### src/rtl/lrupr_pkg.sv
`default_nettype none

package lrupr_pkg;

  localparam int unsigned SLOT_W  = 3;
  localparam int unsigned CFG_W   = 4;
  localparam int unsigned LIM_W   = 5;
  localparam int unsigned FAULT_W = 32;

  localparam logic [CFG_W-1:0] CFG_RESET = 4'd8;

  typedef struct packed {
    logic capture;
    logic match;
    logic commit;
  } cmd_t;

  typedef struct packed {
    logic out_busy;
  } status_t;

endpackage

`default_nettype wire

### src/rtl/lrupr_req_if.sv
`default_nettype none

interface lrupr_req_if #(
  parameter int unsigned PAGE_BITS = 16
);
  logic                 valid;
  logic                 ready;
  logic [PAGE_BITS-1:0] page;

  modport source (output valid, output page, input ready);
  modport sink   (input valid, input page, output ready);
endinterface

`default_nettype wire

### src/rtl/lrupr_rsp_if.sv
`default_nettype none

interface lrupr_rsp_if #(
  parameter int unsigned PAGE_BITS = 16
);
  logic                               valid;
  logic                               ready;
  logic                               hit;
  logic [lrupr_pkg::SLOT_W-1:0]       slot;
  logic                               evicted_valid;
  logic [PAGE_BITS-1:0]               evicted_page;
  logic [lrupr_pkg::FAULT_W-1:0]      fault_count;

  modport source (output valid, output hit, output slot, output evicted_valid,
                  output evicted_page, output fault_count, input ready);
  modport sink   (input valid, input hit, input slot, input evicted_valid,
                  input evicted_page, input fault_count, output ready);
endinterface

`default_nettype wire

### src/rtl/lru_page_replacement.sv
// Each request runs through capture, lookup and commit; its response becomes
// valid at commit, which waits while the previous response is held.
// The controller's single-request sequence takes no new request until commit.
// Reset: asynchronous, active low; clears frame valid bits, ages, the fault
// count and the frame limit (to 8). Frame pages are written on every miss.
`default_nettype none

module lru_page_replacement #(
  parameter int unsigned FRAMES    = 8,
  parameter int unsigned PAGE_BITS = 16
) (
  input  wire logic                        clk_i,
  input  wire logic                        rst_ni,
  lrupr_req_if.sink                        req_i,
  lrupr_rsp_if.source                      rsp_o,
  input  wire logic                        frames_in_use_we_i,
  input  wire logic [lrupr_pkg::CFG_W-1:0] frames_in_use_i
);

  lrupr_pkg::cmd_t    cmd;
  lrupr_pkg::status_t sts;

  lrupr_ctrl u_ctrl (
    .clk_i       (clk_i),
    .rst_ni      (rst_ni),
    .req_valid_i (req_i.valid),
    .req_ready_o (req_i.ready),
    .cmd_o       (cmd),
    .sts_i       (sts)
  );

  lrupr_dpath #(
    .FRAMES    (FRAMES),
    .PAGE_BITS (PAGE_BITS)
  ) u_dpath (
    .clk_i           (clk_i),
    .rst_ni          (rst_ni),
    .cmd_i           (cmd),
    .sts_o           (sts),
    .cfg_we_i        (frames_in_use_we_i),
    .cfg_i           (frames_in_use_i),
    .req_page_i      (req_i.page),
    .rsp_ready_i     (rsp_o.ready),
    .rsp_valid_o     (rsp_o.valid),
    .hit_o           (rsp_o.hit),
    .slot_o          (rsp_o.slot),
    .evicted_valid_o (rsp_o.evicted_valid),
    .evicted_page_o  (rsp_o.evicted_page),
    .fault_count_o   (rsp_o.fault_count)
  );

`ifndef SYNTHESIS
  a_hit_no_evict: assert property (@(posedge clk_i) disable iff (!rst_ni)
    rsp_o.valid && rsp_o.hit |-> !rsp_o.evicted_valid && (rsp_o.evicted_page == '0))
    else $error("hit response reports an eviction");

  a_fault_counted: assert property (@(posedge clk_i) disable iff (!rst_ni)
    $rose(rsp_o.valid) && !rsp_o.hit |-> (rsp_o.fault_count != '0))
    else $error("fault response with zero fault count");

  a_one_request: assert property (@(posedge clk_i) disable iff (!rst_ni)
    req_i.valid && req_i.ready |=> !req_i.ready)
    else $error("request taken while another is in flight");
`endif

endmodule

`default_nettype wire

### src/rtl/lrupr_ctrl.sv
`default_nettype none

module lrupr_ctrl (
  input  wire logic               clk_i,
  input  wire logic               rst_ni,
  input  wire logic               req_valid_i,
  output logic                    req_ready_o,
  output lrupr_pkg::cmd_t         cmd_o,
  input  wire lrupr_pkg::status_t sts_i
);

  localparam logic [1:0] ST_IDLE   = 2'd0;
  localparam logic [1:0] ST_MATCH  = 2'd1;
  localparam logic [1:0] ST_COMMIT = 2'd2;

  logic [1:0] state_q, state_d;

  always_comb begin
    state_d     = state_q;
    cmd_o       = '0;
    req_ready_o = (state_q == ST_IDLE);
    unique case (state_q)
      ST_IDLE: begin
        if (req_valid_i) begin
          cmd_o.capture = 1'b1;
          state_d       = ST_MATCH;
        end
      end
      ST_MATCH: begin
        cmd_o.match = 1'b1;
        state_d     = ST_COMMIT;
      end
      ST_COMMIT: begin
        // hold until the result register can take the response
        if (!sts_i.out_busy) begin
          cmd_o.commit = 1'b1;
          state_d      = ST_IDLE;
        end
      end
      default: begin
        state_d = ST_IDLE;
      end
    endcase
  end

  always_ff @(posedge clk_i or negedge rst_ni) begin
    if (!rst_ni) begin
      state_q <= ST_IDLE;
    end else begin
      state_q <= state_d;
    end
  end

endmodule

`default_nettype wire

### src/rtl/lrupr_dpath.sv
`default_nettype none

module lrupr_dpath #(
  parameter int unsigned FRAMES    = 8,
  parameter int unsigned PAGE_BITS = 16
) (
  input  wire logic                            clk_i,
  input  wire logic                            rst_ni,
  input  wire lrupr_pkg::cmd_t                 cmd_i,
  output lrupr_pkg::status_t                   sts_o,
  input  wire logic                            cfg_we_i,
  input  wire logic [lrupr_pkg::CFG_W-1:0]     cfg_i,
  input  wire logic [PAGE_BITS-1:0]            req_page_i,
  input  wire logic                            rsp_ready_i,
  output logic                                 rsp_valid_o,
  output logic                                 hit_o,
  output logic [lrupr_pkg::SLOT_W-1:0]         slot_o,
  output logic                                 evicted_valid_o,
  output logic [PAGE_BITS-1:0]                 evicted_page_o,
  output logic [lrupr_pkg::FAULT_W-1:0]        fault_count_o
);

  localparam int unsigned IW = (FRAMES > 1) ? $clog2(FRAMES) : 1;
  localparam logic [IW-1:0] RANK_TOP = IW'(FRAMES - 1);
  localparam logic [IW:0]   AGE_ALL  = (IW + 1)'(FRAMES);
  localparam logic [lrupr_pkg::LIM_W-1:0] LIM_MAX = lrupr_pkg::LIM_W'(FRAMES);

  logic [lrupr_pkg::CFG_W-1:0]   cfg_q;
  logic [PAGE_BITS-1:0]          page_q;
  logic [PAGE_BITS-1:0]          frame_page_q [FRAMES];
  logic [FRAMES-1:0]             valid_q;
  logic [IW-1:0]                 rank_q [FRAMES];
  logic [lrupr_pkg::FAULT_W-1:0] faults_q;

  logic [IW-1:0] sel_q;
  logic          hit_q;
  logic          evict_q;
  logic [IW:0]   old_age_q;

  logic                          rsp_valid_q;
  logic                          rsp_hit_q;
  logic [lrupr_pkg::SLOT_W-1:0]  rsp_slot_q;
  logic                          rsp_ev_valid_q;
  logic [PAGE_BITS-1:0]          rsp_ev_page_q;

  logic [lrupr_pkg::LIM_W-1:0] lim;
  logic [FRAMES-1:0]           in_lim;
  logic [FRAMES-1:0]           hit_vec;
  logic [FRAMES-1:0]           free_vec;
  logic [FRAMES-1:0]           max_vec;
  logic [IW-1:0]               hit_idx, free_idx, max_idx;
  logic [IW-1:0]               sel_d;
  logic [IW:0]                 old_age_d;
  logic [lrupr_pkg::FAULT_W-1:0] faults_d;

  always_comb begin
    priority if (cfg_q == '0) begin
      lim = lrupr_pkg::LIM_W'(1);
    end else if (lrupr_pkg::LIM_W'(cfg_q) > LIM_MAX) begin
      lim = LIM_MAX;
    end else begin
      lim = lrupr_pkg::LIM_W'(cfg_q);
    end
  end

  always_comb begin
    for (int i = 0; i < FRAMES; i++) begin
      in_lim[i]   = lrupr_pkg::LIM_W'(i) < lim;
      hit_vec[i]  = in_lim[i] && valid_q[i] && (frame_page_q[i] == page_q);
      free_vec[i] = in_lim[i] && !valid_q[i];
    end
  end

  // oldest frame: strictly older than lower frames, no younger than higher ones
  always_comb begin
    for (int i = 0; i < FRAMES; i++) begin
      max_vec[i] = in_lim[i];
      for (int j = 0; j < FRAMES; j++) begin
        if (in_lim[j] && (j != i)) begin
          if (j < i) begin
            if (rank_q[i] <= rank_q[j]) max_vec[i] = 1'b0;
          end else begin
            if (rank_q[i] < rank_q[j]) max_vec[i] = 1'b0;
          end
        end
      end
    end
  end

  always_comb begin
    hit_idx  = '0;
    free_idx = '0;
    max_idx  = '0;
    for (int i = FRAMES - 1; i >= 0; i--) begin
      if (hit_vec[i])  hit_idx  = IW'(i);
      if (free_vec[i]) free_idx = IW'(i);
      if (max_vec[i])  max_idx  = IW'(i);
    end
  end

  always_comb begin
    priority if (|hit_vec) begin
      sel_d     = hit_idx;
      old_age_d = {1'b0, rank_q[hit_idx]};
    end else if (|free_vec) begin
      sel_d     = free_idx;
      old_age_d = AGE_ALL;
    end else begin
      sel_d     = max_idx;
      old_age_d = {1'b0, rank_q[max_idx]};
    end
  end

  assign faults_d = (faults_q == '1) ? faults_q : faults_q + 1'b1;

  assign sts_o.out_busy = rsp_valid_q && !rsp_ready_i;

  always_ff @(posedge clk_i or negedge rst_ni) begin
    if (!rst_ni) begin
      cfg_q       <= lrupr_pkg::CFG_RESET;
      valid_q     <= '0;
      faults_q    <= '0;
      rsp_valid_q <= 1'b0;
      for (int i = 0; i < FRAMES; i++) begin
        rank_q[i] <= '0;
      end
    end else begin
      if (cfg_we_i) cfg_q <= cfg_i;
      if (rsp_valid_q && rsp_ready_i) rsp_valid_q <= 1'b0;
      if (cmd_i.commit) begin
        rsp_valid_q <= 1'b1;
        if (!hit_q) begin
          valid_q[sel_q] <= 1'b1;
          faults_q       <= faults_d;
        end
        for (int i = 0; i < FRAMES; i++) begin
          if (IW'(i) == sel_q) begin
            rank_q[i] <= '0;
          end else if (in_lim[i] && valid_q[i] && ({1'b0, rank_q[i]} < old_age_q) &&
                       (rank_q[i] < RANK_TOP)) begin
            rank_q[i] <= rank_q[i] + 1'b1;
          end
        end
      end
    end
  end

  always_ff @(posedge clk_i) begin
    if (cmd_i.capture) page_q <= req_page_i;
    if (cmd_i.match) begin
      sel_q     <= sel_d;
      hit_q     <= |hit_vec;
      evict_q   <= !(|hit_vec) && !(|free_vec);
      old_age_q <= old_age_d;
    end
    if (cmd_i.commit) begin
      if (!hit_q) frame_page_q[sel_q] <= page_q;
      rsp_hit_q      <= hit_q;
      rsp_slot_q     <= lrupr_pkg::SLOT_W'(sel_q);
      rsp_ev_valid_q <= evict_q;
      rsp_ev_page_q  <= evict_q ? frame_page_q[sel_q] : '0;
    end
  end

  assign rsp_valid_o     = rsp_valid_q;
  assign hit_o           = rsp_hit_q;
  assign slot_o          = rsp_slot_q;
  assign evicted_valid_o = rsp_ev_valid_q;
  assign evicted_page_o  = rsp_ev_page_q;
  assign fault_count_o   = faults_q;

endmodule

`default_nettype wire
### src/flat_wrapper.sv
// flat-port wrapper written by rule: the top's interface ports become plain ports
module lru_page_replacement_flat 
#(
  parameter int unsigned FRAMES    = 8,
  parameter int unsigned PAGE_BITS = 16
)
  (clk_i, rst_ni, frames_in_use_we_i, frames_in_use_i, req_i_valid, req_i_page, req_i_ready, rsp_o_valid, rsp_o_hit, rsp_o_slot, rsp_o_evicted_valid, rsp_o_evicted_page, rsp_o_fault_count, rsp_o_ready);
  lrupr_req_if #(.PAGE_BITS(PAGE_BITS)) req_i_i ();
  lrupr_rsp_if #(.PAGE_BITS(PAGE_BITS)) rsp_o_i ();
  input  wire logic clk_i;
  input  wire logic rst_ni;
  input  wire logic frames_in_use_we_i;
  input  wire logic [lrupr_pkg::CFG_W-1:0] frames_in_use_i;
  input wire logic [$bits(req_i_i.valid)-1:0] req_i_valid;
  input wire logic [$bits(req_i_i.page)-1:0] req_i_page;
  output wire logic [$bits(req_i_i.ready)-1:0] req_i_ready;
  output wire logic [$bits(rsp_o_i.valid)-1:0] rsp_o_valid;
  output wire logic [$bits(rsp_o_i.hit)-1:0] rsp_o_hit;
  output wire logic [$bits(rsp_o_i.slot)-1:0] rsp_o_slot;
  output wire logic [$bits(rsp_o_i.evicted_valid)-1:0] rsp_o_evicted_valid;
  output wire logic [$bits(rsp_o_i.evicted_page)-1:0] rsp_o_evicted_page;
  output wire logic [$bits(rsp_o_i.fault_count)-1:0] rsp_o_fault_count;
  input wire logic [$bits(rsp_o_i.ready)-1:0] rsp_o_ready;
  assign req_i_i.valid = req_i_valid;
  assign req_i_i.page = req_i_page;
  assign req_i_ready = req_i_i.ready;
  assign rsp_o_valid = rsp_o_i.valid;
  assign rsp_o_hit = rsp_o_i.hit;
  assign rsp_o_slot = rsp_o_i.slot;
  assign rsp_o_evicted_valid = rsp_o_i.evicted_valid;
  assign rsp_o_evicted_page = rsp_o_i.evicted_page;
  assign rsp_o_fault_count = rsp_o_i.fault_count;
  assign rsp_o_i.ready = rsp_o_ready;
  lru_page_replacement #(.FRAMES(FRAMES), .PAGE_BITS(PAGE_BITS)) u_core (.clk_i(clk_i), .rst_ni(rst_ni), .req_i(req_i_i), .rsp_o(rsp_o_i), .frames_in_use_we_i(frames_in_use_we_i), .frames_in_use_i(frames_in_use_i));
endmodule
### config.mk
export PLATFORM = sky130hd
export DESIGN_NAME = lru_page_replacement_flat
export DESIGN_NICKNAME = d
export VERILOG_FILES = /design/src/rtl/lrupr_pkg.sv /design/src/rtl/lrupr_req_if.sv /design/src/rtl/lrupr_rsp_if.sv /design/src/rtl/lru_page_replacement.sv /design/src/rtl/lrupr_ctrl.sv /design/src/rtl/lrupr_dpath.sv /design/src/flat_wrapper.sv
export SDC_FILE = /design/constraint.sdc
export NUM_CORES = 1
export LEC_CHECK = 0
export ABC_AREA = 1
export BUFFER_PORTS_ARGS = -buffer_cell sky130_fd_sc_hd__buf_2
export CORE_UTILIZATION = 32
export CTS_CLUSTER_DIAMETER = 120
export DETAILED_ROUTE_END_ITERATION = 16
export PLACE_DENSITY = 0.5
export SLEW_MARGIN = 20
export SYNTH_ARGS = -nofsm -noshare
export SYNTH_HDL_FRONTEND = slang
export SYNTH_SLANG_ARGS = --single-unit
### constraint.sdc
create_clock -name clk_i -period 4.62 [get_ports clk_i]
set_input_delay 0.924 -clock clk_i [delete_from_list [all_inputs] [get_ports clk_i]]
set_output_delay 0.924 -clock clk_i [all_outputs]
set_load 0.02 [all_outputs]
==> qor.csv <==
stage,metric,value,unit
outcome,status,"complete, no violations",
placement,port_buffers,79,
detailed_routing,drt_wl_total,59.4,mm
clock_tree,clock_latency,590,ps
setup_path,crit_path_end_kind,flop,
setup_path,worstSetupEndpoint,u_core.u_dpath.old_age_q[0]$_DFFE_PN_,
sta,fin_skew,35.3,ps
power_and_ir_drop,leakage,7.58,nW
sta,rsz0062_at_grt,no,
min_path,hold_path.class,in2async,
yosys,ys_types,60,
detailed_routing,drc,0,
die,die_width,222,µm
detailed_routing,routedWlPerCell,23.9,µm
yosys,synth_common_cells,"nand2_1 (365), edfxtp_1 (174), nor2_1 (166), inv_1 (164), nand3_1 (124)",
yosys,yosys_warnings,0,
global_routing,overflow,0,
setup_path,crit_start,u_core.u_dpath.rank_q[5]$_DFFE_PN0P_,
die,core,47700,µm²
sta,layout_worst_path_cycle_share,73.5,%
final_layout,layout-drive-gt1-share,12.1,%
setup_path,ff2ff_path_depth,16,
yosys,ys_seq_elements,245,
detailed_routing,antenna_left,0,
placement,gp_congestion,0.959,
setup_path,reg2reg_to,u_core.u_dpath.old_age_q[0]$_DFFE_PN_,
die,rows,80,
detailed_routing,drtIter0Drc,985,
detailed_routing,vias_per_cell,5.33,
global_routing,grt_max_degree,72,
setup_path,crit_arrival,3700,ps
die,pin_count,80,
yosys,synth_top_flop_cell,edfxtp_1,
yosys,netlist_instances,1758,
clock_tree,cts.sinks,245,
yosys,synth_largest_area_cell,edfxtp_1,
global_routing,grtUsageTotal,23.9,%
detailed_routing,vias,13245,
setup_path,worstPathRequired,4930,ps
yosys,ys_seq_area_share,45.2,%
clock_tree,cts_hold_buf,0,
sta,slew_headroom,33.9,%
global_routing,antenna_found_initial,0,
final_layout,area_delta_synth_final,13.0,%
yosys,synth.top_cell.area_share,33.7,%
clock_tree,clk_pin_slew_worst_paths,70,ps
placement,dpl.hpwl,43.9,mm
clock_tree,cts_buffers,29,
clock_tree,post_cts_resized,0,
yosys,synth.most_common_cell,nand2_1,
die,dieHeight,222,µm
setup_path,regToRegSetupSlack,1230,ps
clock_tree,htreeDepth,1,
sta,finalHoldViolations,0,
yosys,syn-num-nets,1892,
sta,maxClockFrequency,295,MHz
die,start_util,32.5,%
yosys,ys_async_sr_fraction,29.0,%
yosys,synth_edf_count,174,
sta,tns,0,ps
sta,final_max_slew_viol_count,0,
yosys,syn_area,15500,µm²
final_layout,antennaDiodeCount,0,
clock_tree,root_buffer,clkbuf_16,
die,design.die.area,49300,µm²
setup_path,critical_path_class,reg2reg,
sta,setup_viol,0,
power_and_ir_drop,p_per_area,572,nW/µm²
setup_path,r2r-start,u_core.u_dpath.rank_q[5]$_DFFE_PN0P_,
final_layout,n_fill_cell,4873,
yosys,syn_avg_cell_area,8.82,µm²
global_routing,grt_pass1_wl,86.8,mm
clock_tree,cts_tree,done,
clock_tree,cts_buffer_depth,3,
detailed_routing,drt_pass1_iterations,6,
setup_path,critPathLaunchType,flop,
sta,tightest_slew,988,ps
setup_path,cp_max_fo,10,
sta,min_period,3390,ps
job,drv_cap,0,
global_routing,grt_pass1_vias,12988,
clock_tree,cts_setup_buffers,0,
power_and_ir_drop,ir_drop,0.000273,V
power_and_ir_drop,total_power,10.0,mW
final_layout,nets,1988,
yosys,ys_top_cells_by_area,"edfxtp_1 (34%), dfrtp_1 (11%), nand2_1 (8.8%), ha_1 (8.8%), xor2_1 (4.6%)",
==> kinds of logic after synthesis <==
family | synth area share [%]
flops | 45.2
xor+xnor | 5.48
buf+inv | 6.31
fa+ha+maj | 8.80
compound gates | 10.0
simple gates | 24.2
==> through the flow <==
stage	util [%]	hold slack, ps	instances	setup WS (ps)	instance area [µm²]
6_report	36.7	396	2487	1230	17500
3_3_place_gp	34.8	487	2438	1260	16600
4_1_cts	36.7	497	2487	1250	17500
2_1_floorplan	-	449	1758	1490	15500
5_1_grt	36.7	459	2487	1030	17500
3_5_place_dp	34.8	489	2438	1300	16600
==> critical path, stage by stage, from the launching register on <==
cell and delay [ps]:
dfrtp_1 640, inv_1 190, ha_1 360, nand2_1 50, or2_2 270, a32oi_1 300, nand2_1 80, o21ai_0 80
nor2_1 70, nand2_1 80, nand2_1 60, nor2_2 410, inv_2 150, nand3_1 110, nand3_1 90, nand3_1 100
nand3_1 80
==> metal layers <==
layer	GRT usage, %	vias to the layer above	share of wire [%]
met5	0	-	0
met4	8.96	0	3.7
met3	2.23	98	4.1
met2	41.2	367	49
met1	30.9	6511	43
li1	-	6269	-
==> sequential cells by signal (all words and copies together), names as in the netlist, 2 cells and up <==
signal,cells
u_core.u_ctrl.state_q,2
u_core.u_dpath.valid_q,8
u_core.u_dpath.cfg_q,4
u_core.u_dpath.old_age_q,4
u_core.u_dpath.rank_q,24
u_core.u_dpath.frame_page_q,128
u_core.u_dpath.sel_q,3
u_core.u_dpath.slot_o,3
u_core.u_dpath.page_q,16
u_core.u_dpath.evicted_page_o,16
u_core.u_dpath.fault_count_o,32
==> layout by cell type (no fill, tap or decap), drive strengths merged, types with 37 or more instances in the layout <==
master	instances
dfrtp	70
a21oi	59
edfxtp	174
xor2	81
inv	196
ha	109
o21ai	88
buf	98
nor3	37
nand3	126
nor2	179
nand2	380
==> final cells by class <==
class	instances	area [µm²]	area share, %
Clock buffer	35	748	4.27
Inverter	203	773	4.42
Clock inverter	14	125	0.715
Tap cell	615	769	4.39
Multi-Input combinational cell	1277	7550	43.1
Sequential cell	245	7000	40.0
Timing Repair Buffer	98	544	3.11
==> where the power goes <==
group,total (mW),switching (mW),internal [mW],leakage (nW)
sequential,3.22,0.491,2.73,2.45
combinational,4.59,3.04,1.55,4.70
clock,2.21,0.954,1.25,0.429
total,10.0,4.49,5.53,7.58
==> how the worst min path moves through the flow <==
stage                     slack (ps)                                     endpoint                                   startpoint  cells past startpoint
after floorplan                  450        u_core.u_dpath.valid_q[5]$_DFFE_PN0P_        u_core.u_dpath.valid_q[5]$_DFFE_PN0P_                      2
after global placement           490  u_core.u_dpath.fault_count_o[2]$_DFFE_PN0P_  u_core.u_dpath.fault_count_o[2]$_DFFE_PN0P_                      1
after detailed placement         490  u_core.u_dpath.fault_count_o[2]$_DFFE_PN0P_  u_core.u_dpath.fault_count_o[2]$_DFFE_PN0P_                      1
after CTS                        500  u_core.u_dpath.fault_count_o[2]$_DFFE_PN0P_  u_core.u_dpath.fault_count_o[2]$_DFFE_PN0P_                      1
after global routing             460        u_core.u_dpath.rank_q[13]$_DFFE_PN0P_                                       rst_ni                      1
final                            400        u_core.u_dpath.rank_q[12]$_DFFE_PN0P_                                       rst_ni                      1
Note: power is estimated with default switching activity, not from simulation.
